File: src/rtl/tccw_pkg.sv
// Package for the text console cell writer.
// Screen geometry, character and opcode codes, and the controller/datapath
// command and status types. No dependencies.
package tccw_pkg;

  localparam int COLUMNS  = 80;
  localparam int ROWS     = 25;
  localparam int TAB_STOP = 4;
  localparam int CELLS    = COLUMNS * ROWS;

  localparam int ADDR_W = $clog2(CELLS);
  localparam int COL_AW = $clog2(COLUMNS);
  localparam int ROW_AW = (ROWS > 1) ? $clog2(ROWS) : 1;
  localparam int PH_W   = (TAB_STOP > 1) ? $clog2(TAB_STOP) : 1;
  localparam int TC_W   = $clog2(TAB_STOP + 1);

  localparam int OPC_W  = 2;
  localparam int BYTE_W = 8;
  localparam int COL_W  = 7;
  localparam int ROW_W  = 5;
  localparam int POS_W  = 11;

  localparam logic [OPC_W-1:0] OP_PUT   = 2'd0;
  localparam logic [OPC_W-1:0] OP_READ  = 2'd1;
  localparam logic [OPC_W-1:0] OP_CLEAR = 2'd2;

  localparam logic [BYTE_W-1:0] CH_TAB     = 8'd9;
  localparam logic [BYTE_W-1:0] CH_NEWLINE = 8'd10;
  localparam logic [BYTE_W-1:0] CH_RETURN  = 8'd13;
  localparam logic [BYTE_W-1:0] CH_SPACE   = 8'd32;
  localparam logic [BYTE_W-1:0] CH_BLANK   = 8'd0;
  localparam logic [BYTE_W-1:0] RESET_ATTR = 8'd7;

  typedef enum logic [2:0] {
    K_CHAR,
    K_TAB,
    K_NEWLINE,
    K_RETURN,
    K_READ,
    K_CLEAR,
    K_NOP
  } tccw_kind_e;

  typedef struct packed {
    logic put_char;
    logic put_space;
    logic tab_load;
    logic newline;
    logic cret;
    logic read_issue;
    logic clear_start;
    logic scroll_start;
    logic sweep_step;
    logic result_load;
    logic read_sel;
  } tccw_cmd_t;

  typedef struct packed {
    tccw_kind_e kind;
    logic       out_free;
    logic       adv_scroll;
    logic       nl_scroll;
    logic       tab_last;
    logic       sweep_last;
  } tccw_status_t;

endpackage

File: src/rtl/tccw_ctrl.sv
// Controller state machine for the text console cell writer.
// Sequences reset sweep, reads, tabs, scrolls and clears; uses tccw_pkg.
module tccw_ctrl import tccw_pkg::*; (
  input  logic         clk_i,
  input  logic         rst_ni,
  input  logic         in_valid_i,
  output logic         in_ready_o,
  input  tccw_status_t status_i,
  output tccw_cmd_t    cmd_o
);

  localparam logic [2:0] ST_INIT   = 3'd0;
  localparam logic [2:0] ST_IDLE   = 3'd1;
  localparam logic [2:0] ST_READ   = 3'd2;
  localparam logic [2:0] ST_TAB    = 3'd3;
  localparam logic [2:0] ST_SCROLL = 3'd4;
  localparam logic [2:0] ST_CLEAR  = 3'd5;

  logic [2:0] state_q, state_d;
  logic       ret_tab_q, ret_tab_d;

  always_ff @(posedge clk_i or negedge rst_ni) begin
    if (!rst_ni) begin
      state_q   <= ST_INIT;
      ret_tab_q <= 1'b0;
    end else begin
      state_q   <= state_d;
      ret_tab_q <= ret_tab_d;
    end
  end

  always_comb begin
    cmd_o      = '0;
    state_d    = state_q;
    ret_tab_d  = ret_tab_q;
    in_ready_o = 1'b0;
    unique case (state_q)
      ST_INIT: begin
        cmd_o.sweep_step = 1'b1;
        if (status_i.sweep_last) state_d = ST_IDLE;
      end
      ST_IDLE: begin
        in_ready_o = status_i.out_free;
        if (in_valid_i && status_i.out_free) begin
          unique case (status_i.kind)
            K_CHAR: begin
              cmd_o.put_char = 1'b1;
              if (status_i.adv_scroll) begin
                cmd_o.scroll_start = 1'b1;
                ret_tab_d          = 1'b0;
                state_d            = ST_SCROLL;
              end else begin
                cmd_o.result_load = 1'b1;
              end
            end
            K_NEWLINE: begin
              cmd_o.newline = 1'b1;
              if (status_i.nl_scroll) begin
                cmd_o.scroll_start = 1'b1;
                ret_tab_d          = 1'b0;
                state_d            = ST_SCROLL;
              end else begin
                cmd_o.result_load = 1'b1;
              end
            end
            K_RETURN: begin
              cmd_o.cret        = 1'b1;
              cmd_o.result_load = 1'b1;
            end
            K_TAB: begin
              cmd_o.tab_load = 1'b1;
              state_d        = ST_TAB;
            end
            K_READ: begin
              cmd_o.read_issue = 1'b1;
              state_d          = ST_READ;
            end
            K_CLEAR: begin
              cmd_o.clear_start = 1'b1;
              state_d           = ST_CLEAR;
            end
            default: begin
              cmd_o.result_load = 1'b1;
            end
          endcase
        end
      end
      ST_READ: begin
        cmd_o.result_load = 1'b1;
        cmd_o.read_sel    = 1'b1;
        state_d           = ST_IDLE;
      end
      ST_TAB: begin
        cmd_o.put_space = 1'b1;
        if (status_i.adv_scroll) begin
          cmd_o.scroll_start = 1'b1;
          ret_tab_d          = !status_i.tab_last;
          state_d            = ST_SCROLL;
        end else if (status_i.tab_last) begin
          cmd_o.result_load = 1'b1;
          state_d           = ST_IDLE;
        end
      end
      ST_SCROLL: begin
        cmd_o.sweep_step = 1'b1;
        if (status_i.sweep_last) begin
          if (ret_tab_q) begin
            state_d = ST_TAB;
          end else begin
            cmd_o.result_load = 1'b1;
            state_d           = ST_IDLE;
          end
        end
      end
      ST_CLEAR: begin
        cmd_o.sweep_step = 1'b1;
        if (status_i.sweep_last) begin
          cmd_o.result_load = 1'b1;
          state_d           = ST_IDLE;
        end
      end
      default: begin
        state_d = ST_INIT;
      end
    endcase
  end

endmodule

File: config.mk
export PLATFORM = sky130hd
export DESIGN_NAME = tccw_ctrl
export DESIGN_NICKNAME = d
export VERILOG_FILES = /design/src/rtl/tccw_pkg.sv /design/src/rtl/tccw_ctrl.sv
export SDC_FILE = /design/constraint.sdc
export NUM_CORES = 1
export LEC_CHECK = 0
export ABC_AREA = 1
export BUFFER_PORTS_ARGS = -buffer_cell sky130_fd_sc_hd__buf_2
export CAP_MARGIN = 20
export CORE_ASPECT_RATIO = 1.25
export CORE_UTILIZATION = 30
export DETAILED_ROUTE_END_ITERATION = 8
export MAX_ROUTING_LAYER = met4
export PLACE_DENSITY = 0.58
export SYNTH_ARGS = -nofsm -noshare
export SYNTH_HDL_FRONTEND = slang
export SYNTH_SLANG_ARGS = --single-unit
File: constraint.sdc
create_clock -name clk_i -period 1.4 [get_ports clk_i]
set_clock_uncertainty 0.05 [all_clocks]
set_input_delay 0.14 -clock clk_i [delete_from_list [all_inputs] [get_ports clk_i]]
set_output_delay 0.14 -clock clk_i [all_outputs]
set_load 0.02 [all_outputs]
; ---- Yosys cells after proc, flatten, opt, wreduce, memory -nomap -nowiden
; Cells that the tools add are included.
[word_totals]
ff_bits = 4
inputBits = 11
[op_classes]
eq_ne = 19
mux = 44
n_reduce_logical = 10
[ops]
columns = operator, count
row1 = one-hot mux 3 bit (5 select lines), 2
row2 = 2-to-1 mux 1 bit, 26
row3 = 2-to-1 mux 3 bit, 7
row4 = equality test 3 x 2 -> 1 bit (second input constant), 4
row5 = equality test 3 bit (second input constant), 4
row6 = inequality test 3 bit (second input constant), 3
row7 = one-hot mux 1 bit (2 select lines), 4
row8 = AND reduction 7 bit, 1
row9 = equality test 3 x 1 -> 1 bit (second input constant), 2
row10 = zero test 3 bit, 2
row11 = 2-to-1 mux 6 bit, 1
row12 = inequality test 2 bit (second input constant), 3
row13 = inequality test 6 x 1 -> 1 bit (second input constant), 1
row14 = AND reduction 6 bit, 1
row15 = OR reduction 3 bit, 2
row16 = 2-to-1 mux 5 bit, 1
row17 = one-hot mux 1 bit (5 select lines), 1
row18 = inequality test 3 x 1 -> 1 bit (second input constant), 1
row19 = one-hot mux 1 bit (3 select lines), 1
row20 = 2-to-1 mux 2 bit, 1
row21 = inequality test 2 x 1 -> 1 bit (second input constant), 1
row22 = nonzero test 2 bit, 1
row23 = OR reduction 2 bit, 1
row24 = logical AND 1 bit, 1
row25 = zero test 1 bit, 1

; ---- Logic depth before layout (Yosys ltp)
[logic_depth]
depth_word = 5
depth_mapped = 9
depth_no_buf = 8

; ---- Least setup slack after synthesis
; No wires, ideal clock.
[synth_timing]
path_type = reg2out
startpoint = reg state_q[2]
endpoint = out cmd_o[4] in the netlist's numbering
arrival_ns = 1.480
path_slack_ns = -0.270
stages_incl_launch_ff = 7
n_path_buf = 1
cell_sequence = dfrtp_1 > buf_6 > inv_2 > nand2_2 > nor2_4 > nand2_4 > nor4_1
[synth_rtl]
columns = item, line_no
row1 = from (decl), tccw_ctrl.sv:19  ; logic [2:0] state_q, state_d;
row2 = from (signal assigned), tccw_ctrl.sv:27  ; state_q <= state_d;
row3 = to (decl), tccw_ctrl.sv:9  ; output tccw_cmd_t cmd_o

==> run metrics <==
Mapped Cells 89; R2R setup slack -20 ps; sequential area share after synthesis 0.2000; xor/xnor share of the synthesized area 0; Slew @ Worst Pin 241.4 ps; fin worst setup slack -174.3 ps; Routed WL per cell 11.04 um; CP endpoint kind output port; Top-Level Pins 23; placed cell area 659.4 um^2; Inserted Clock Buffers 3; DIE WIDTH 38.53 um; clock transition at the registers of the reported paths 30 ps; clock tree buffer depth 2; min Tclk post-route 1574 ps; largest net degree at the start of global routing 9; R2R cell count 9; setup violators final 11; DRC viols 0; Distinct cells, synth 18; flops & latches, synth 4; DR vias 666; multiplexer share of the synthesized area 0; Mapped Nets 100; Worst setup SP type flip-flop; pre-CTS setup slack 2.197 ps; largest family of logic cells by synthesized area simple AND/OR/NAND/NOR gates; vias per cell 4.723; Hold Fails Final Rpt 0; H-tree depth 1; simple-gate share of the synthesized area 0.5900; CP max FO 4; Routed WL 1557 um; unrepaired setup endpoints after global routing yes; FF-to-FF End state_q[0]$_DFFE_PN0P_; Cell Pwr Density 1462 mW/mm^2; outcome complete, but fails checks; Max Slew Vio Count 0; fill count 160; Max VDD drop 0.0006205 V; post-route ant nets 0; Clock Root Buffer clkbuf_4; Ys Warns 0; post-synthesis adder-cell area fraction 0; syn avg cell area 5.623 um^2; final instance area 792.0 um^2; met3 WL post-DR 79 um; Max-Cap Viols 0; row cnt 16; initial core utilization 0.3205; first-pass GRT wire length 2270 um; min-delay worst type input pin to flip-flop; Syn Std Cell Area 500.5 um^2; Arr. time, crit path 1380 ps; Placer Congestion 0.8427; synth top area cells dfrtp_1, nand2_1, inv_1; Hold Slack 184.3 ps; WHS Path Cells 4; Rel. slew slack 0.8391; post-synth top area share 0.2000; Non-Filler Instances 141; ant diodes 0; initial antenna violation count 0; core footprint 0.001562 mm^2; Hold Path End state_q[1]$_DFFE_PN0P_; later-pin clock latency in the skew report 230 ps; DR WL met2 852 um; Synth area leader dfrtp_1; WS Path Type flip-flop to output port; GR Util All Layers 0.1813; required time worst endpoint 1210 ps; Top Metal Used met3; layout cells sized above 1 0.4228; GRT overflow 0; HP Start status_i[1]; vias in the first global route 572; setup_tns -1029 ps; metal1 wirelength 625 um; CTS tree done; Critical R2R Launch state_q[2]$_DFFE_PN0P_; Final Cycle Share 1.125; die area 0.001837 mm^2; height of the die 47.67 um; synthesis-to-finish area growth 58.25%; drt initial violations 9; first-pass iteration count of the detailed router 4; FMAX 0.6352 GHz; clock sink total 4; DP Wirelength 1185 um; Layout Nets 136; complex-gate fraction of the synthesized area 0.07250; leakage 0.0004645 uW; failing checks negative setup slack; placed instance count 131; number of port buffers 22
## report_power, final
| group | internal, uW | total (uW) | switching (uW) |
|---|---|---|---|
| clock network | 95.4 | 136 | 40.7 |
| logic | 356 | 817 | 461 |
| registers | 154 | 205 | 50.8 |
| total | 605 | 1160 | 553 |
## synth_stat cells
library cell	count
inv_2	1
a21oi_1	4
nor2_4	2
nor4_1	2
dfrtp_1	4
nor2_1	13
nor3_1	3
nand2_4	1
buf_2	1
nand2_2	4
nand3_1	8
nand3_2	1
nand4_1	2
a31oi_1	1
buf_6	1
o21ai_0	2
inv_1	13
nand2_1	26
## cell usage in the layout (no fill, tap or decap), drive strengths merged
cell / synthesis / layout
nand3: 9 / 9
a31oi: 1 / 1
buf: 2 / 32
inv: 14 / 14
nor2: 15 / 15
dlygate4sd3: 0 / 1
nor3: 3 / 3
nor4: 2 / 2
o21ai: 2 / 2
a21oi: 4 / 4
nand2: 31 / 31
dfrtp: 4 / 4
nand4: 2 / 2
clkbuf: 0 / 3
## flip-flops by register name (all words and copies together) (netlist names)
register / count
state_q: 3
ret_tab_q: 1
## through the flow
stage	total power, uW	util
floorplan	657.5	-
global placement	815.2	0.4223
detailed placement	811.1	0.4223
CTS	1058	0.4736
global route	1264	0.5072
finish	1158	0.5072
## metal layers
metal  vias to the layer above  global-route usage
met5                         -                   -
met4                         0             0.04138
met3                         0             0.01395
met2                        26              0.3467
met1                       287              0.2000
li1                        353                   -
## worst max-delay path by stage
stage                                 from   endpoint
floorplan           state_q[2]$_DFFE_PN0P_  cmd_o[10]
global placement    state_q[0]$_DFFE_PN0P_   cmd_o[3]
detailed placement  state_q[0]$_DFFE_PN0P_   cmd_o[3]
CTS                 state_q[2]$_DFFE_PN0P_   cmd_o[4]
global route        state_q[2]$_DFFE_PN0P_   cmd_o[4]
finish              state_q[2]$_DFFE_PN0P_   cmd_o[3]
## final cells by class
type	instances	area, um^2	share of cell area
Sequential cell	4	101.3	0.1280
Tap cell	18	22.52	0.02844
Timing Repair Buffer	33	220.2	0.2780
Multi-Input combinational cell	69	372.9	0.4708
Clock buffer	3	22.52	0.02844
Inverter	14	52.55	0.06635
## logic make-up (layout without fill, tap and decap cells)
group | Yosys count | count (layout)
buffers and inverters | 16 | 50
DFF | 4 | 4
and+or+nand+nor | 62 | 62
AOI/OAI and AO/OA | 7 | 7
## timing repair
| action | in CTS | in global routing |
|---|---|---|
| gates resized for setup | 10 | 7 |
| endpoints found under the setup margin | 9 | 13 |
| endpoints found under the hold margin | 4 | 0 |
| pin swaps | 4 | 3 |
| setup buffers | 3 | 3 |
| hold buffers | 1 | 0 |
## critical path, cell delays in order (launching register included)
cell	delay, ps
dfrtp_1	390
inv_2	70
nand2_2	60
nor2_4	140
buf_6	130
nand2_1	90
nand3_2	100
inv_2	40
buf_6	120
(Power assumes the default switching activity.)
